<file path="src/lkvc_pkg.sv">
package lkvc_pkg;

    localparam int ENTRIES_DEF = 16;

    localparam logic [4:0]  CAP_RESET  = 5'd16;
    localparam logic [31:0] MISS_VALUE = 32'hFFFF_FFFF;

    localparam logic REQ_GET = 1'b0;
    localparam logic REQ_PUT = 1'b1;

    typedef struct packed {
        logic               req_type;
        logic signed [31:0] key;
        logic signed [31:0] value;
    } req_t;

    typedef struct packed {
        logic               hit;
        logic signed [31:0] read_value;
        logic               evicted;
        logic signed [31:0] evicted_key;
    } rsp_t;

endpackage

</file>
<file path="src/lkvc_req_reg.sv">
module lkvc_req_reg
    import lkvc_pkg::*;
(
    input  logic clk,
    input  logic rst_n,
    input  logic load,
    input  logic drain,
    input  req_t req_in,
    output logic req_valid,
    output req_t req_out
);

    logic valid_reg;
    logic valid_next;
    req_t req_reg;

    assign valid_next = load | (valid_reg & ~drain);

    always_ff @(posedge clk or negedge rst_n)
    begin
        if (!rst_n)
        begin
            valid_reg <= 1'b0;
        end
        else
        begin
            valid_reg <= valid_next;
        end
    end

    always_ff @(posedge clk)
    begin
        if (load)
        begin
            req_reg <= req_in;
        end
    end

    assign req_valid = valid_reg;
    assign req_out   = req_reg;

endmodule

</file>
<file path="src/lkvc_store.sv">
module lkvc_store
    import lkvc_pkg::*;
#(
    parameter int ENTRIES = ENTRIES_DEF
)
(
    input  logic       clk,
    input  logic       rst_n,
    input  logic       cfg_we,
    input  logic [4:0] cfg_data,
    input  logic       fire,
    input  req_t       req,
    output rsp_t       rsp
);

    localparam int RW = (ENTRIES > 1) ? $clog2(ENTRIES) : 1;
    localparam int OW = $clog2(ENTRIES + 1);

    logic signed [31:0] key_reg   [ENTRIES];
    logic signed [31:0] value_reg [ENTRIES];
    logic [ENTRIES-1:0] valid_reg;
    logic [ENTRIES-1:0] valid_next;
    logic [RW-1:0]      rank_reg  [ENTRIES];
    logic [RW-1:0]      rank_next [ENTRIES];
    logic [OW-1:0]      occ_reg;
    logic [OW-1:0]      occ_next;
    logic [4:0]         cap_reg;

    logic [ENTRIES-1:0] match_vec;
    logic [ENTRIES-1:0] victim_vec;
    logic               match_any;
    logic [RW-1:0]      match_idx;
    logic [RW-1:0]      victim_idx;
    logic [RW-1:0]      free_idx;
    logic [RW-1:0]      slot_idx;
    logic [RW-1:0]      hit_rank;
    logic [RW-1:0]      occ_m1;
    logic [7:0]         cap8;
    logic [7:0]         ent8;
    logic [7:0]         cap_eff8;
    logic               is_put;
    logic               insert;
    logic               evict;

    assign is_put = (req.req_type == REQ_PUT);
    assign occ_m1 = RW'(occ_reg - OW'(1));

    always_comb
    begin
        match_vec  = '0;
        victim_vec = '0;
        match_any  = 1'b0;
        match_idx  = '0;
        victim_idx = '0;
        free_idx   = '0;
        for (int i = 0; i < ENTRIES; i++)
        begin
            match_vec[i]  = valid_reg[i] && (key_reg[i] == req.key);
            victim_vec[i] = valid_reg[i] && (rank_reg[i] == occ_m1);
        end
        for (int i = ENTRIES - 1; i >= 0; i--)
        begin
            if (match_vec[i])
            begin
                match_any = 1'b1;
                match_idx = RW'(i);
            end
            if (victim_vec[i])
            begin
                victim_idx = RW'(i);
            end
            if (!valid_reg[i])
            begin
                free_idx = RW'(i);
            end
        end
    end

    // capacity clamped to 1..ENTRIES
    assign cap8     = {3'b000, cap_reg};
    assign ent8     = 8'(ENTRIES);
    assign cap_eff8 = (cap8 == 8'd0) ? 8'd1 : ((cap8 > ent8) ? ent8 : cap8);

    assign insert   = is_put && !match_any;
    assign evict    = insert && (8'(occ_reg) >= cap_eff8);
    assign slot_idx = evict ? victim_idx : free_idx;
    assign hit_rank = rank_reg[match_idx];

    always_comb
    begin
        rsp.hit         = match_any;
        rsp.evicted     = evict;
        rsp.evicted_key = evict ? key_reg[victim_idx] : 32'sd0;
        if (is_put)
        begin
            rsp.read_value = 32'sd0;
        end
        else if (match_any)
        begin
            rsp.read_value = value_reg[match_idx];
        end
        else
        begin
            rsp.read_value = MISS_VALUE;
        end
    end

    always_comb
    begin
        valid_next = valid_reg;
        occ_next   = occ_reg;
        for (int i = 0; i < ENTRIES; i++)
        begin
            rank_next[i] = rank_reg[i];
            if (match_any)
            begin
                if (RW'(i) == match_idx)
                begin
                    rank_next[i] = '0;
                end
                else if (valid_reg[i] && (rank_reg[i] < hit_rank))
                begin
                    rank_next[i] = rank_reg[i] + RW'(1);
                end
            end
            else if (is_put)
            begin
                if (RW'(i) == slot_idx)
                begin
                    rank_next[i] = '0;
                end
                else if (valid_reg[i])
                begin
                    rank_next[i] = rank_reg[i] + RW'(1);
                end
            end
        end
        if (insert)
        begin
            valid_next[slot_idx] = 1'b1;
            if (!evict)
            begin
                occ_next = occ_reg + OW'(1);
            end
        end
    end

    always_ff @(posedge clk or negedge rst_n)
    begin
        if (!rst_n)
        begin
            valid_reg <= '0;
            occ_reg   <= '0;
            cap_reg   <= CAP_RESET;
            for (int i = 0; i < ENTRIES; i++)
            begin
                rank_reg[i] <= '0;
            end
        end
        else
        begin
            if (cfg_we)
            begin
                cap_reg <= cfg_data;
            end
            if (fire)
            begin
                valid_reg <= valid_next;
                occ_reg   <= occ_next;
                for (int i = 0; i < ENTRIES; i++)
                begin
                    rank_reg[i] <= rank_next[i];
                end
            end
        end
    end

    always_ff @(posedge clk)
    begin
        if (fire && insert)
        begin
            key_reg[slot_idx]   <= req.key;
            value_reg[slot_idx] <= req.value;
        end
        else if (fire && match_any && is_put)
        begin
            value_reg[match_idx] <= req.value;
        end
    end

    a_occ_matches_valid: assert property (@(posedge clk) disable iff (!rst_n)
        $countones(valid_reg) == int'(occ_reg))
        else $error("occupancy out of step with valid entries");

    a_occ_bound: assert property (@(posedge clk) disable iff (!rst_n)
        occ_reg <= OW'(ENTRIES))
        else $error("occupancy above entry count");

    a_key_unique: assert property (@(posedge clk) disable iff (!rst_n)
        $onehot0(match_vec))
        else $error("key held in more than one entry");

    a_victim_unique: assert property (@(posedge clk) disable iff (!rst_n)
        fire && evict |-> $onehot(victim_vec) && !match_any)
        else $error("no single least recent entry at eviction");

endmodule

</file>
<file path="src/lkvc_rsp_reg.sv">
module lkvc_rsp_reg
    import lkvc_pkg::*;
(
    input  logic clk,
    input  logic rst_n,
    input  logic load,
    input  logic take,
    input  rsp_t rsp_in,
    output logic rsp_valid,
    output rsp_t rsp_out
);

    logic valid_reg;
    logic valid_next;
    rsp_t rsp_reg;

    assign valid_next = load | (valid_reg & ~take);

    always_ff @(posedge clk or negedge rst_n)
    begin
        if (!rst_n)
        begin
            valid_reg <= 1'b0;
        end
        else
        begin
            valid_reg <= valid_next;
        end
    end

    always_ff @(posedge clk)
    begin
        if (load)
        begin
            rsp_reg <= rsp_in;
        end
    end

    assign rsp_valid = valid_reg;
    assign rsp_out   = rsp_reg;

endmodule

</file>
<file path="src/lru_key_value_cache_top.sv">
// Fully associative key/value cache with least-recently-used replacement. Each request
// (get or put of a 32-bit key) gives exactly one result: hit flag, read value (-1 on a get
// miss, 0 for a put) and the evicted key when a put of a new key finds the cache full.
// The cache accepts one request per cycle while out_ready stays high. The result is
// registered: the request register holds the request while the parallel key compare and
// rank update run, and the result register is loaded when the request moves on. A result
// held by out_ready low stalls the request register and then in_ready. The capacity
// register (1..ENTRIES, 0 acts as 1, larger values as ENTRIES) must be written through the
// cfg channel only while idle; the block itself does not enforce this.
module lru_key_value_cache_top
    import lkvc_pkg::*;
#(
    parameter int ENTRIES = ENTRIES_DEF
)
(
    input  logic               clk,
    input  logic               rst_n,
    input  logic               cfg_valid,
    output logic               cfg_ready,
    input  logic [4:0]         cfg_data,
    input  logic               in_valid,
    output logic               in_ready,
    input  logic               req_type,
    input  logic signed [31:0] key,
    input  logic signed [31:0] value,
    output logic               out_valid,
    input  logic               out_ready,
    output logic               hit,
    output logic signed [31:0] read_value,
    output logic               evicted,
    output logic signed [31:0] evicted_key
);

    req_t req_in;
    req_t req_q;
    rsp_t rsp_d;
    rsp_t rsp_q;
    logic req_valid;
    logic fire;
    logic in_xfer;

    assign req_in.req_type = req_type;
    assign req_in.key      = key;
    assign req_in.value    = value;

    // request moves on when the result slot is free or being drained
    assign fire      = req_valid && (!out_valid || out_ready);
    assign in_ready  = !req_valid || fire;
    assign in_xfer   = in_valid && in_ready;
    assign cfg_ready = 1'b1;

    lkvc_req_reg u_req_reg (
        .clk       (clk),
        .rst_n     (rst_n),
        .load      (in_xfer),
        .drain     (fire),
        .req_in    (req_in),
        .req_valid (req_valid),
        .req_out   (req_q)
    );

    lkvc_store #(
        .ENTRIES (ENTRIES)
    ) u_store (
        .clk      (clk),
        .rst_n    (rst_n),
        .cfg_we   (cfg_valid && cfg_ready),
        .cfg_data (cfg_data),
        .fire     (fire),
        .req      (req_q),
        .rsp      (rsp_d)
    );

    lkvc_rsp_reg u_rsp_reg (
        .clk       (clk),
        .rst_n     (rst_n),
        .load      (fire),
        .take      (out_ready),
        .rsp_in    (rsp_d),
        .rsp_valid (out_valid),
        .rsp_out   (rsp_q)
    );

    assign hit         = rsp_q.hit;
    assign read_value  = rsp_q.read_value;
    assign evicted     = rsp_q.evicted;
    assign evicted_key = rsp_q.evicted_key;

endmodule

</file>
<file path="config.mk">
export PLATFORM = sky130hd
export DESIGN_NAME = lru_key_value_cache_top
export DESIGN_NICKNAME = d
export VERILOG_FILES = /design/src/lkvc_pkg.sv /design/src/lkvc_req_reg.sv /design/src/lkvc_store.sv /design/src/lkvc_rsp_reg.sv /design/src/lru_key_value_cache_top.sv
export SDC_FILE = /design/constraint.sdc
export NUM_CORES = 2
export LEC_CHECK = 0
export CAP_MARGIN = 20
export CORE_AREA = 2 2 374 376
export DETAILED_ROUTE_END_ITERATION = 10
export DIE_AREA = 0 0 376 378
export DONT_BUFFER_PORTS = 1
export GPL_TIMING_DRIVEN = 1
export SYNTH_ARGS = -nofsm -noshare
export SYNTH_HDL_FRONTEND = slang
export SYNTH_SLANG_ARGS = --single-unit
</file>
<file path="constraint.sdc">
create_clock -name clk -period 9 [get_ports clk]
set_clock_uncertainty 0.2 [all_clocks]
set_input_delay 0.9 -clock clk [delete_from_list [all_inputs] [get_ports clk]]
set_output_delay 0.9 -clock clk [all_outputs]
set_load 0.005 [all_outputs]
</file>
==> run summary <==
* **count of different cell masters after synthesis** 98
* **Detailed Place HPWL** 143000 um
* **power density over the cells** 421 nW/um2
* **Fmax** 131 MHz
* **type of the setup path with the least slack** reg -> reg
* **detailed-router iteration count before antenna repair** 6
* **run status** finished, final reports clean
* **count of nets left with antenna violations after detail routing** 0
* **clock tree from TritonCTS** yes
* **# setup viols final** 0
* **area occupied by multi-input gates** 23700 um2
* **total setup buffers inserted after CTS** 0
* **clock tree buffer depth** 3
* **post-detailed-route wirelength per cell** 31.1 um
* **Synth top area share** 56.1%
* **Vias per Instance** 6.23
* **post-synth design cell area** 61800 um2
* **cell area after layout** 69800 um2
* **number of cells produced by synthesis** 4808
* **post-synthesis register bit count** 1247
* **biggest area consumer among synthesized cells** edfxtp_1
* **Tightest Hold Check Type** in -> reg
* **number of top-level design ports** 144
* **clock sink count** 1247
* **number of hold violations in the final report** 0
* **largest driver fanout on the critical path** 31
* **count of synthesis-stage warnings from yosys** 0
* **Mapped Avg Cell Area** 12.9 um2
* **final cell utilization of the core** 50.4%
* **Switching Share** 48.1%
* **grt total ovfl** 0
* **pin count of the biggest net entering global routing** 109
* **effective utilization at floorplan** 44.6%
* **GRT Overall Usage** 29.3%
* **part of the power in registers** 25.7%
* **final-layout fill cell count** 11977
* **die span in x** 376 um
* **IO Port Bufs** 0
* **Max H-tree Level** 4
* **clock transition at the register clock pins on the worst setup and hold paths after CTS** 0.05 ns
* **worst rel slew slack** 25.3%
* **area added between synthesis and finish** 12.9%
* **clk root buf** clkbuf_16
* **slack of the critical path** 1.34 ns
* **fraction of final layout cells sized beyond drive strength 1** 11.5%
* **total wire length after detailed routing** 212000 um
* **Placer Congestion** 0.982
* **PnR Total Power** 0.0294 W
* **final worst-path cycle share** 85.1%
* **Max VDD drop** 0.000910 V
* **site row count** 137
* **number of flops mapped to enable cells by yosys** 1155
* **net count of the mapped netlist** 4954
* **Final min period** 7.66 ns
* **Worst Tran Pin Value** 1.11 ns
* **reported net switching power** 0.0141 W
* **die area** 142000 um2
* **share of the yosys chip area belonging to registers** 59.9%
* **antenna violations before repair** 8
* **static leakage** 25.3 nW
* **cell area reported after detailed placement** 64400 um2
* **Synth Flop Type** edfxtp_1
* **FF+latch area** 37000 um2
* **Detailed Route Iter0 Violations** 5112
* **number of pins with negative max-slew slack in the final report** 0
* **combinational power share** 54.5%
* **RSZ-0062 raised after global routing** no
* **core outline area** 139000 um2
* **data arrival time of the critical path** 8.15 ns
* **cts bufs inserted** 139
* **worst path required time** 9.49 ns
* **Place WS** 1.45 ns
* **drt drc** 0
* **Setup TNS** 0 ns
* **number of nets at the end of the flow** 5025
* **first-pass GRT wire length** 300000 um
* **Synth area leaders** edfxtp_1 56%, xor2_1 5.3%, mux2i_1 5.1%
* **clock network fraction of total power** 19.8%
* **nature of the critical path startpoint** register
* **Pint** 0.0152 W
* **vertical die dimension** 378 um
* **Skew-Pair Late Insertion Delay** 0.80 ns
* **count of maximum capacitance violations** 0
* **vias after detailed routing** 42379
* **endpoint class of the critical path** register
* **via count of the first global-routing pass** 40482
* **asr flop ratio synth** 7.38%
## power groups by stage
stage	combinational, W	clock (W)	sequential [W]
after floorplan	0.00962	0	0.00742
after global placement	0.0154	0	0.00764
after detailed placement	0.0155	0	0.00765
after CTS	0.0156	0.00591	0.00753
after global routing	0.0167	0.00612	0.00759
final	0.0160	0.00583	0.00755
## kinds of logic (layout without fill, tap and decap cells)
| logic type | count (synthesis) | after routing | share of synthesized area (%) |
|---|---|---|---|
| other | 1 | 6 | 0.00607 |
| muxes | 428 | 428 | 7.17 |
| AOI/OAI and AO/OA | 886 | 886 | 9.57 |
| and+or+nand+nor | 1264 | 1264 | 11.0 |
| DFF | 1247 | 1247 | 59.9 |
| buffers and inverters | 344 | 524 | 2.38 |
| adders and majority gates | 71 | 71 | 1.44 |
| xor gates and xnor gates | 567 | 567 | 8.55 |
## timing repair
action	CTS	global route
hold endpoints to repair	159	0
hold buffers	69	0
resized for setup	0	0
## synthesized netlist by cell type, drive strengths merged, types with 7 or more instances
master	instances
or3	13
nor2	186
nor4b	16
edfxtp	1155
xnor3	21
a31o	10
o211ai	12
or4	23
buf	128
o22ai	7
a221oi	35
a211oi	265
mux2i	312
o21ai	158
dfrtp	91
o31ai	16
nor3	62
nand3b	9
nor3b	9
and2	14
nand2	273
nor4	148
xnor2	173
a31oi	9
a2111oi	18
inv	49
xor2	371
and3	22
nor2b	144
o21a	15
nand3	106
nand4	101
mux2	116
nand2b	68
nand4b	18
ha	71
a21oi	249
and4	12
clkbuf	166
o311ai	7
or2	23
## final timing paths
check / start / to / slack [ns] / cells after the start
max reg2reg: u_req_reg.req_out[55] / u_store.rank_reg[25] / 1.34 / 19
min: cfg_valid / u_store.cap_reg[4] / 0.08 / 2
max in group asynchronous: rst_n / u_store.valid_reg[13] / 7.54 / 2
min in group asynchronous: rst_n / u_store.rank_reg[7] / 0.54 / 2
min reg2reg: u_store.occ_reg[4] / u_store.occ_reg[4] / 0.28 / 1
max: u_req_reg.req_out[55] / u_store.rank_reg[25] / 1.34 / 19
## area by class of cell
class | count | share of cell area [%]
diodes | 5 | 0.0179
clock inverters | 83 | 1.35
multi-input cells | 3217 | 33.9
well taps | 1807 | 3.24
inverters | 50 | 0.269
clock buffers | 167 | 5.27
flip-flops and latches | 1247 | 53.0
repair buffers | 224 | 2.93
## cells in the final DEF, fill, tap and decap left out, drive strengths merged, types with 16 or more instances in the layout
master / synthesis / routed
edfxtp: 1155 / 1155
xor2: 371 / 371
mux2i: 312 / 312
nand2: 273 / 273
a211oi: 265 / 265
a21oi: 249 / 249
nor2: 186 / 186
xnor2: 173 / 173
clkbuf: 166 / 169
o21ai: 158 / 158
buf: 128 / 154
nor4: 148 / 148
nor2b: 144 / 144
mux2: 116 / 116
nand3: 106 / 106
nand4: 101 / 101
dfrtp: 91 / 91
ha: 71 / 71
nand2b: 68 / 68
dlygate4sd3: 0 / 68
nor3: 62 / 62
inv: 49 / 55
clkinv: 1 / 55
a221oi: 35 / 35
or4: 23 / 23
or2: 23 / 23
and3: 22 / 22
xnor3: 21 / 21
nand4b: 18 / 18
a2111oi: 18 / 18
nor4b: 16 / 16
bufinv: 0 / 16
o31ai: 16 / 16
## routing by layer
layer  global-route usage, %  routed length (um)
met3                    5.27               17300
met1                    41.7               90800
met4                    10.6                8250
met5                       0                  49
met2                    45.1               95200
## critical path: stages (launching register included)
cell and delay, ns:
edfxtp_1 0.69, xnor2_1 0.51, nand4_1 0.17, or4_4 0.58, nor4_4 0.49, nand2_1 0.13, a31o_1 0.30, a22oi_4 0.84
buf_4 0.40, nor2b_1 0.08, a211oi_1 0.43, o21ai_0 0.13, o21ai_0 0.09, a221o_1 0.43, buf_4 0.31, ha_1 0.28
a2111oi_0 0.40, a311oi_1 0.26, or4_1 0.59, o22ai_1 0.18
## per-stage QoR
| step | hold WS [ns] | instances |
|---|---|---|
| floorplan | 0.250 | 4808 |
| global placement | 0.271 | 6469 |
| detailed placement | 0.274 | 6471 |
| CTS | 0.0165 | 6790 |
| global route | 0.0489 | 6798 |
| finish | 0.0762 | 6800 |
No activity file was read; power rests on OpenSTA's default activity.
